===== config.mk =====
export PLATFORM = sky130hd
export DESIGN_NAME = stream_find_replace_all
export DESIGN_NICKNAME = d
export VERILOG_FILES = /design/src/design/sfr_pkg.sv /design/src/design/stream_find_replace_all.sv /design/src/design/sfr_window.sv
export SDC_FILE = /design/constraint.sdc
export NUM_CORES = 1
export LEC_CHECK = 0
export ABC_AREA = 1
export BUFFER_PORTS_ARGS = -buffer_cell sky130_fd_sc_hd__buf_2
export CAP_MARGIN = 20
export CELL_PAD_IN_SITES_DETAIL_PLACEMENT = 0
export CELL_PAD_IN_SITES_GLOBAL_PLACEMENT = 1
export CORE_ASPECT_RATIO = 1.25
export CORE_MARGIN = 5
export CORE_UTILIZATION = 46
export CTS_BUF_LIST = sky130_fd_sc_hd__clkbuf_8 sky130_fd_sc_hd__clkbuf_16
export CTS_CLUSTER_DIAMETER = 80
export CTS_CLUSTER_SIZE = 20
export DETAILED_ROUTE_END_ITERATION = 8
export PLACE_DENSITY_LB_ADDON = 0.1
export SKIP_CTS_REPAIR_TIMING = 1
export SLEW_MARGIN = 40
export SYNTH_ARGS = -nofsm -noshare
export SYNTH_HDL_FRONTEND = slang
export SYNTH_HIERARCHICAL = 1
export SYNTH_SLANG_ARGS = --single-unit

===== constraint.sdc =====
create_clock -name clk -period 6.66 [get_ports clk]
set_input_delay 0.999 -clock clk [delete_from_list [all_inputs] [get_ports clk]]
set_output_delay 0.999 -clock clk [all_outputs]
set_load 0.005 [all_outputs]

===== src/design/sfr_pkg.sv =====
// Package for the stream find/replace block: sizes, register indexes,
// transaction payload types and internal control structs. No dependencies.
`timescale 1ns / 1ps

package sfr_pkg;

	localparam int MAX_SEARCH_BYTES  = 8;
	localparam int MAX_REPLACE_BYTES = 8;
	localparam int MAX_RUN_BYTES     = (MAX_SEARCH_BYTES > MAX_REPLACE_BYTES) ?
		MAX_SEARCH_BYTES : MAX_REPLACE_BYTES;

	localparam int CNT_W     = $clog2(MAX_SEARCH_BYTES + 1);
	localparam int RUN_CNT_W = $clog2(MAX_RUN_BYTES + 1);
	localparam int LEN_W     = 4;
	localparam int CFG_W     = 64;
	localparam int IDX_W     = 2;

	localparam logic [IDX_W-1:0] REG_SEARCH_PATTERN     = 2'd0;
	localparam logic [IDX_W-1:0] REG_SEARCH_LENGTH      = 2'd1;
	localparam logic [IDX_W-1:0] REG_REPLACEMENT_TEXT   = 2'd2;
	localparam logic [IDX_W-1:0] REG_REPLACEMENT_LENGTH = 2'd3;

	typedef struct packed {
		logic [7:0] text_byte;
		logic       end_of_text;
	} in_item_t;

	typedef struct packed {
		logic [7:0] out_byte;
		logic       byte_present;
		logic       last_of_run;
		logic       text_done;
	} out_item_t;

	typedef struct packed {
		logic [MAX_SEARCH_BYTES-1:0][7:0]  pattern;
		logic [CNT_W-1:0]                  search_len;
		logic [MAX_REPLACE_BYTES-1:0][7:0] replacement;
		logic [RUN_CNT_W-1:0]              replace_len;
	} match_cfg_t;

	typedef struct packed {
		logic [MAX_RUN_BYTES-1:0][7:0] bytes;
		logic [RUN_CNT_W-1:0]          count;
		logic                          present;
		logic                          eot;
	} run_t;

endpackage


===== src/design/stream_find_replace_all.sv =====
// Stream find/replace-all top level: input register, pending window, result buffer.
// An accepted transaction waits in the input register; its results are presented from
// the result buffer. Throughput: one transaction per cycle while each yields at most
// one result and the output does not stall; one yielding more stalls the input until
// its last result is taken, as does any output stall. Reset restores the register defaults and
// empties the input register, window and result buffer.
`timescale 1ns / 1ps

module stream_find_replace_all (
	input  logic                          clk,
	input  logic                          arst_n,
	input  logic                          in_valid,
	output logic                          in_stall,
	input  sfr_pkg::in_item_t             in_data,
	output logic                          out_valid,
	input  logic                          out_stall,
	output sfr_pkg::out_item_t            out_data,
	input  logic                          cfg_wr_en,
	input  logic [sfr_pkg::IDX_W-1:0]     cfg_index,
	input  logic [sfr_pkg::CFG_W-1:0]     cfg_data
);
	import sfr_pkg::*;

	logic [CFG_W-1:0] pattern_q;
	logic [LEN_W-1:0] search_len_q;
	logic [CFG_W-1:0] replacement_q;
	logic [LEN_W-1:0] replace_len_q;

	logic       valid_s1;
	in_item_t   item_s1;

	logic [7:0]           obuf_q [MAX_RUN_BYTES];
	logic [RUN_CNT_W-1:0] ocnt_q;
	logic                 present_q;
	logic                 eot_q;

	match_cfg_t cfg;
	run_t       run;
	logic       out_take;
	logic       buf_free;
	logic       advance;
	logic       clear;

	always_comb begin
		cfg.pattern     = pattern_q[MAX_SEARCH_BYTES*8-1:0];
		cfg.replacement = replacement_q[MAX_REPLACE_BYTES*8-1:0];
		if (search_len_q == '0) begin
			cfg.search_len = CNT_W'(1);
		end else if (search_len_q > LEN_W'(MAX_SEARCH_BYTES)) begin
			cfg.search_len = CNT_W'(MAX_SEARCH_BYTES);
		end else begin
			cfg.search_len = CNT_W'(search_len_q);
		end
		if (replace_len_q > LEN_W'(MAX_REPLACE_BYTES)) begin
			cfg.replace_len = RUN_CNT_W'(MAX_REPLACE_BYTES);
		end else begin
			cfg.replace_len = RUN_CNT_W'(replace_len_q);
		end
	end

	assign clear     = cfg_wr_en && (cfg_index == REG_SEARCH_LENGTH);
	assign out_valid = ocnt_q != '0;
	assign out_take  = out_valid && !out_stall;
	assign buf_free  = (ocnt_q == '0) || ((ocnt_q == RUN_CNT_W'(1)) && !out_stall);
	assign advance   = valid_s1 && buf_free;
	assign in_stall  = valid_s1 && !advance;

	assign out_data.out_byte     = obuf_q[0];
	assign out_data.byte_present = present_q;
	assign out_data.last_of_run  = ocnt_q == RUN_CNT_W'(1);
	assign out_data.text_done    = eot_q && (ocnt_q == RUN_CNT_W'(1));

	sfr_window u_window (
		.clk     (clk),
		.arst_n  (arst_n),
		.advance (advance),
		.clear   (clear),
		.item    (item_s1),
		.cfg     (cfg),
		.run     (run)
	);

	always_ff @(posedge clk or negedge arst_n) begin
		if (!arst_n) begin
			pattern_q     <= '0;
			search_len_q  <= LEN_W'(1);
			replacement_q <= '0;
			replace_len_q <= '0;
		end else if (cfg_wr_en) begin
			unique case (cfg_index)
				REG_SEARCH_PATTERN:     pattern_q     <= cfg_data;
				REG_SEARCH_LENGTH:      search_len_q  <= cfg_data[LEN_W-1:0];
				REG_REPLACEMENT_TEXT:   replacement_q <= cfg_data;
				REG_REPLACEMENT_LENGTH: replace_len_q <= cfg_data[LEN_W-1:0];
				default: ;
			endcase
		end
	end

	always_ff @(posedge clk or negedge arst_n) begin
		if (!arst_n) begin
			valid_s1 <= 1'b0;
		end else if (in_valid && !in_stall) begin
			valid_s1 <= 1'b1;
		end else if (advance) begin
			valid_s1 <= 1'b0;
		end
	end

	always_ff @(posedge clk) begin
		if (in_valid && !in_stall) begin
			item_s1 <= in_data;
		end
	end

	always_ff @(posedge clk or negedge arst_n) begin
		if (!arst_n) begin
			ocnt_q    <= '0;
			present_q <= 1'b0;
			eot_q     <= 1'b0;
		end else if (advance && (run.count != '0)) begin
			ocnt_q    <= run.count;
			present_q <= run.present;
			eot_q     <= run.eot;
		end else if (out_take) begin
			ocnt_q <= ocnt_q - RUN_CNT_W'(1);
		end
	end

	always_ff @(posedge clk) begin
		if (advance && (run.count != '0)) begin
			for (int i = 0; i < MAX_RUN_BYTES; i++) begin
				obuf_q[i] <= run.bytes[i];
			end
		end else if (out_take) begin
			for (int i = 0; i < MAX_RUN_BYTES - 1; i++) begin
				obuf_q[i] <= obuf_q[i + 1];
			end
		end
	end

endmodule


===== src/design/sfr_window.sv =====
// Pending window of the stream find/replace block: holds the bytes that may
// still start a match, compares against the pattern and builds the run of
// bytes one transaction produces. Depends on sfr_pkg.
`timescale 1ns / 1ps

module sfr_window (
	input  logic               clk,
	input  logic               arst_n,
	input  logic               advance,
	input  logic               clear,
	input  sfr_pkg::in_item_t  item,
	input  sfr_pkg::match_cfg_t cfg,
	output sfr_pkg::run_t      run
);
	import sfr_pkg::*;

	logic [7:0]       win_q [MAX_SEARCH_BYTES];
	logic [CNT_W-1:0] count_q;

	logic [7:0]       ext     [MAX_SEARCH_BYTES];
	logic [7:0]       shifted [MAX_SEARCH_BYTES];
	logic [CNT_W-1:0] cnt_next;
	logic             full;
	logic             equal;
	logic             match;

	always_comb begin
		for (int i = 0; i < MAX_SEARCH_BYTES; i++) begin
			ext[i] = (count_q == CNT_W'(i)) ? item.text_byte : win_q[i];
		end
		for (int i = 0; i < MAX_SEARCH_BYTES - 1; i++) begin
			shifted[i] = ext[i + 1];
		end
		shifted[MAX_SEARCH_BYTES - 1] = ext[MAX_SEARCH_BYTES - 1];
		cnt_next = count_q + CNT_W'(1);
		full     = cnt_next >= cfg.search_len;
		equal    = 1'b1;
		for (int i = 0; i < MAX_SEARCH_BYTES; i++) begin
			if ((CNT_W'(i) < cfg.search_len) && (ext[i] != cfg.pattern[i])) begin
				equal = 1'b0;
			end
		end
		match = full && equal;
	end

	always_comb begin
		for (int i = 0; i < MAX_RUN_BYTES; i++) begin
			run.bytes[i] = 8'd0;
			if (match) begin
				if (i < MAX_REPLACE_BYTES) begin
					run.bytes[i] = cfg.replacement[i];
				end
			end else if (i < MAX_SEARCH_BYTES) begin
				run.bytes[i] = ext[i];
			end
		end
		if (match) begin
			run.count = cfg.replace_len;
		end else if (item.end_of_text) begin
			run.count = RUN_CNT_W'(cnt_next);
		end else if (full) begin
			run.count = RUN_CNT_W'(1);
		end else begin
			run.count = '0;
		end
		run.present = 1'b1;
		run.eot     = item.end_of_text;
		if (item.end_of_text && (run.count == '0)) begin
			run.count    = RUN_CNT_W'(1);
			run.present  = 1'b0;
			run.bytes[0] = 8'd0;
		end
	end

	always_ff @(posedge clk or negedge arst_n) begin
		if (!arst_n) begin
			count_q <= '0;
		end else if (clear) begin
			count_q <= '0;
		end else if (advance) begin
			if (item.end_of_text || match) begin
				count_q <= '0;
			end else if (full) begin
				count_q <= count_q;
			end else begin
				count_q <= cnt_next;
			end
		end
	end

	always_ff @(posedge clk) begin
		if (advance) begin
			for (int i = 0; i < MAX_SEARCH_BYTES; i++) begin
				win_q[i] <= full ? shifted[i] : ext[i];
			end
		end
	end

endmodule


== After elaboration in Yosys (flattened, before gate mapping) ==
Memory sizes are Yosys's and may differ from the RTL's.
Index checks and enable logic that the tools add are counted.

* Output and inout port bits: 13
* Memories: 2
* Word-level logic and storage cells: 151
* Flip-flop bits (word level): 156
* Bits in writable memories: 128

{| class="wikitable"
|+ Memories
! name !! depth !! bits a word !! read ports !! clocked after Yosys merged registers in !! write ports !! line !! RTL
|-
| obuf_q || 8 || 8 || 8 || 0 || 8 || stream_find_replace_all.sv:32 || <nowiki>logic [7:0] obuf_q [MAX_RUN_BYTES];</nowiki>
|-
| u_window.win_q || 8 || 8 || 8 || 0 || 8 || sfr_window.sv:17 || <nowiki>logic [7:0] win_q [MAX_SEARCH_BYTES];</nowiki>
|}

* Order comparisons: 11
* Mux-type cells: 60
* Reductions and logical operators: 38
* Add/sub/neg operators: 2
* Eq/ne operators: 20
* Bitwise logic cells: 7

{| class="wikitable"
|+ Operators by type and width
! kind !! count
|-
| $mux W8 || 30
|-
| $ne A8 B8 Y1 || 8
|-
| $mux W4 || 11
|-
| $logic_and A1 B1 Y1 || 18
|-
| $mux W1 || 18
|-
| $eq A4 B3 Y1 const B || 4
|-
| $logic_not A4 Y1 || 4
|-
| $lt A3 B4 Y1 const A || 4
|-
| $mux W13 || 1
|-
| $reduce_and A2 Y1 || 5
|-
| $eq A4 B1 Y1 const B || 2
|-
| $eq A4 B2 Y1 const B || 2
|-
| $gt A4 B4 Y1 const B || 2
|-
| $lt A1 B4 Y1 const A || 2
|-
| $lt A2 B4 Y1 const A || 2
|-
| $reduce_bool A4 Y1 || 2
|-
| $or A1 B1 Y1 || 7
|-
| $reduce_bool A2 Y1 || 3
|-
| $add A4 B1 Y4 const B || 1
|-
| $eq A2 B2 Y1 const B || 2
|-
| $ge A4 B4 Y1 || 1
|-
| $sub A4 B1 Y4 const B || 1
|-
| $logic_not A1 Y1 || 3
|-
| $ne A3 B3 Y1 const B || 1
|-
| 3 further kinds || 4
|}

== Longest topological paths before layout ==
* Depth in word-level cells: 23
* Gate-level depth with buffers: 32
* Gate-level depth less buffers: 28

== Hierarchy ==
The synthesis kept the hierarchy.

{| class="wikitable"
|+ Modules (own cells, without submodules)
! module !! area an instance (um^2) !! seq. area each (um^2) !! instances !! cells an instance
|-
| stream_find_replace_all || 8,598.2 || 5,771.8 || 1 || 856
|-
| sfr_window || 6,601.3 || 2,021.9 || 1 || 1,093
|}

== Worst setup path after synthesis ==
OpenSTA, ideal clock, no wires.

* Path kind: flip-flop to flip-flop
* From: register u_window.count_q[0]
* To: memory obuf_q[0][0] (enable)
* Slack: 1.631 ns
* Arrival time: 4.614 ns
* Required time: 6.245 ns
* Cell stages (with the launch flop): 24
* Path through: dfrtp_1 > ha_1 > buf_2 > xnor2_1 > inv_1 > ha_1 > nand4_1 > nand2_1 > clkinv_1 > a21oi_1 > nand2_1 > nor2_4 > nand2_2 > nand2_1 > nand2_1 > nor2_4 > nand2_1 > nand2_1 > nor2_1 > nand2_1 > nand3_4 > buf_6 > buf_2 > nand2_1

{| class="wikitable"
|+ RTL lines
! item !! line !! RTL
|-
| start, declared || sfr_window.sv:18 || <nowiki>logic [CNT_W-1:0] count_q;</nowiki>
|-
| start signal, assigned || sfr_window.sv:84 || <nowiki>count_q <= count_q;</nowiki>
|-
| start signal, assigned || sfr_window.sv:86 || <nowiki>count_q <= cnt_next;</nowiki>
|-
| end, declared || stream_find_replace_all.sv:32 ||
|}

==> summary.txt <==
Logic synthesis
  • Synth warn: 6
  • Prevailing post-synth register cell: dfrtp_1
  • Cell taking the most area after synthesis: edfxtp_1
  • Post-synth EDFFs: 137
  • Syn nets: 2039
  • Synth Instances: approximately 2000
  • Async SR Flop Fraction: 51.76%
  • Mapped Area: 15200 µm²
  • Post-Syn Area per Cell: 7.799 µm²
  • Synth area leaders: edfxtp_1 (27%), dfrtp_1 (24%), nand2_1 (18%), o21ai_0 (6.8%), nand3_1 (6.2%)
  • Flops & latches, synth: 284
  • Yosys cell types: 37
  • Post-synthesis sequential area ratio: 51.28%
  • Share of the synthesized area in the top cell type: a little over a quarter

Critical path
  • Reg-to-reg setup timing slack: a little under 1000 ps
  • CP required: 6870 ps
  • Critical path's top delay family: simple AND/OR/NAND/NOR gates
  • Max FO, Critical Path: 33
  • WP buf/inv: 2
  • Arrival @ worst endpoint: 5910 ps
  • Kind of critical path: flop to flop
  • Setup crit end kind: flop
  • Startpoint types: flop
  • CP most frequent cell: nand2_1
  • CP peak stage delay: 650 ps
  • Slowest CP cell: ha_1

Clock tree
  • Reg clk slew, reported paths: 90 ps
  • Worst-Skew Late Latency: between 500 and 600 ps
  • TritonCTS Buffers: 18
  • Clock sink count: ~280
  • CTS max path bufs: 3
  • CTS tree: done
  • Root buf cell: clkbuf_16
  • H-tree depth: 1

Power and ir drop
  • Peak VDD IR: 0.2901 mV
  • Total power: 0.008042 W
  • Seq pwr share: 38.6%
  • Clock group share of total power: 14.8%
  • Power Internal: 0.004438 W
  • Psw: 0.003604 W
  • Leak pwr: 8.115 nW
  • Combinational share of power: 46.6%
  • Net Sw Frac: 44.82%
  • PwrDens: 490.4 nW/µm²

Cells and area
  • Ratio of cells with drive above 1 in the final layout: 8.602%
  • Area Overhead vs Synth: 7.886%
  • Number of diodes: 0
  • Multi-input logic area: between 6000 and 7000 µm²
  • Commonest non-fill, non-tap cell in the layout: nand2_1
  • Filler cells: 3332
  • Reg area: 7794 µm²
  • Most frequent cells in the layout: nand2_1 (711), inv_1 (217), o21ai_0 (208)
  • Final nets: 2067

Die
  • Die H: ~210 µm
  • Die ar.: around 37000 µm²
  • IO Count: 93
  • Core Area: 32680 µm²
  • DIE WIDTH: roughly 170 µm
  • Starting density of the core: 46.50%
  • Row count: 74

Detailed routing
  • Residual DRC: 0
  • Antenna viol nets, final: 0
  • Post-Route WL: about 45 mm
  • Vias: around 13000
  • DRT iter0 DRCs: approximately 1100
  • Drt wl/cell: around 19 µm
  • DR pass1 iterations: 6
  • Via-to-Cell Ratio: about 5.4

STA
  • RSZ-0062 raised after global routing: false
  • Worst slew margin: 43.41%
  • Final period util: 85.54%
  • Worst slew pin tran: 848.9 ps
  • Final Hold Viols: 0
  • Final setup viols: 0
  • Worst Hold Slack: 461.4 ps
  • Max-slew violations: 0
  • Crit path time final: roughly 5700 ps
  • Setup Skew: 17.66 ps
  • Final setup margin: 962.7 ps
  • Setup TNS: 0 ps
  • F_max: 175.5 MHz

Place
  • GPL Wtd Cong: 0.8821
  • Pre-CTS worst setup slack: between 1000 and 1500 ps
  • Number of port buffers: 92
  • Hpwl dp: 32.24 mm

Outcome
  • Status: finished, final reports clean

GRT
  • Largest net degree at the start of global routing: 76
  • Grt total ovfl: 0
  • Number of global-route vias before repair: 12230
  • First-pass GRT wire length: 69.78 mm
  • GRT Total Usage: 24.13%
  • Initial antenna violation count: 0

Flow run
  • Max-cap viol count: 0

Min path
  • Hold/Removal Path Class: input port to async pin
-- cells by family after synthesis --
logic type | count (synthesis) | synth area share [%]
AOI/OAI and AO/OA | 283 | 9.845
xor gates and xnor gates | 4 | 0.2305
adders and majority gates | 10 | 0.8232
buffers and inverters | 324 | 9.146
DFF | 284 | 51.28
and+or+nand+nor | 1044 | 28.68
-- sequential cells by signal, indices dropped and copies added (netlist names) --
signal            cells
u_window/win_q       64
replacement_q        64
present_q             1
item_s1               9
valid_s1              1
eot_q                 1
replace_len_q         4
ocnt_q                4
obuf_q               64
pattern_q            64
search_len_q          4
u_window/count_q      4
-- per-layer routing --
metal / GRT usage, % / share of wire (%)
met5: 0 / 0
met4: 8.363 / 3.3
met3: 2.922 / 5.0
met2: 42.81 / 50
met1: 30.69 / 41
-- area by class of cell --
class	count	share of cell area [%]
clock buffer	20	2.983
multi-input combinational	1341	36.94
inverter	218	5.005
clock inverter	11	0.4273
sequential	284	47.53
tap	418	3.189
timing repair buffer	114	3.922
-- synthesized netlist by cell type, types with 2 or more instances --
cell	n
clkbuf_1	44
inv_2	3
nor3_1	3
buf_2	35
nand3_2	4
inv_1	211
o21ai_1	9
clkinv_2	2
nand3b_1	18
clkinv_1	2
nor2_2	2
xor2_1	3
nand2_4	3
nand3_1	188
nand2_1	714
buf_4	18
edfxtp_1	137
dfrtp_1	146
buf_6	8
nor2_1	92
nor2_4	4
ha_1	10
a31oi_1	49
a21oi_1	11
o21ai_0	208
nand2_2	8
nand4_1	6
o21bai_1	2
-- per-stage QoR --
| step | cells | area, µm² | util (%) |
|---|---|---|---|
| global route | 2406 | 16400 | 50.17 |
| detailed placement | 2374 | 15830 | 48.43 |
| finish | 2406 | 16400 | 50.17 |
| floorplan | 1949 | 15200 | - |
| global placement | 2374 | 15820 | 48.39 |
| CTS | 2405 | 16390 | 50.14 |
-- worst paths after layout --
check / from / endpoint / cells past startpoint
min in group clk: replacement_q[41] / replacement_q[41] / 2
max: u_window/count_q[0] / obuf_q[1][2] / 25
min reg2reg: replacement_q[41] / replacement_q[41] / 2
max in group asynchronous: arst_n / pattern_q[43] / 2
max reg2reg: u_window/count_q[0] / obuf_q[1][2] / 25
min: arst_n / replacement_q[7] / 1
-- power groups by stage --
stage | sequential [W] | clock, W | combinational, W
after detailed placement | 0.00315 | 0 | 0.00373
after global routing | 0.00317 | 0.00128 | 0.00422
after global placement | 0.00314 | 0 | 0.00369
after floorplan | 0.00301 | 0 | 0.00270
final | 0.00310 | 0.00119 | 0.00375
after CTS | 0.00311 | 0.00122 | 0.00374
Note: power is estimated with default switching activity, not from simulation.
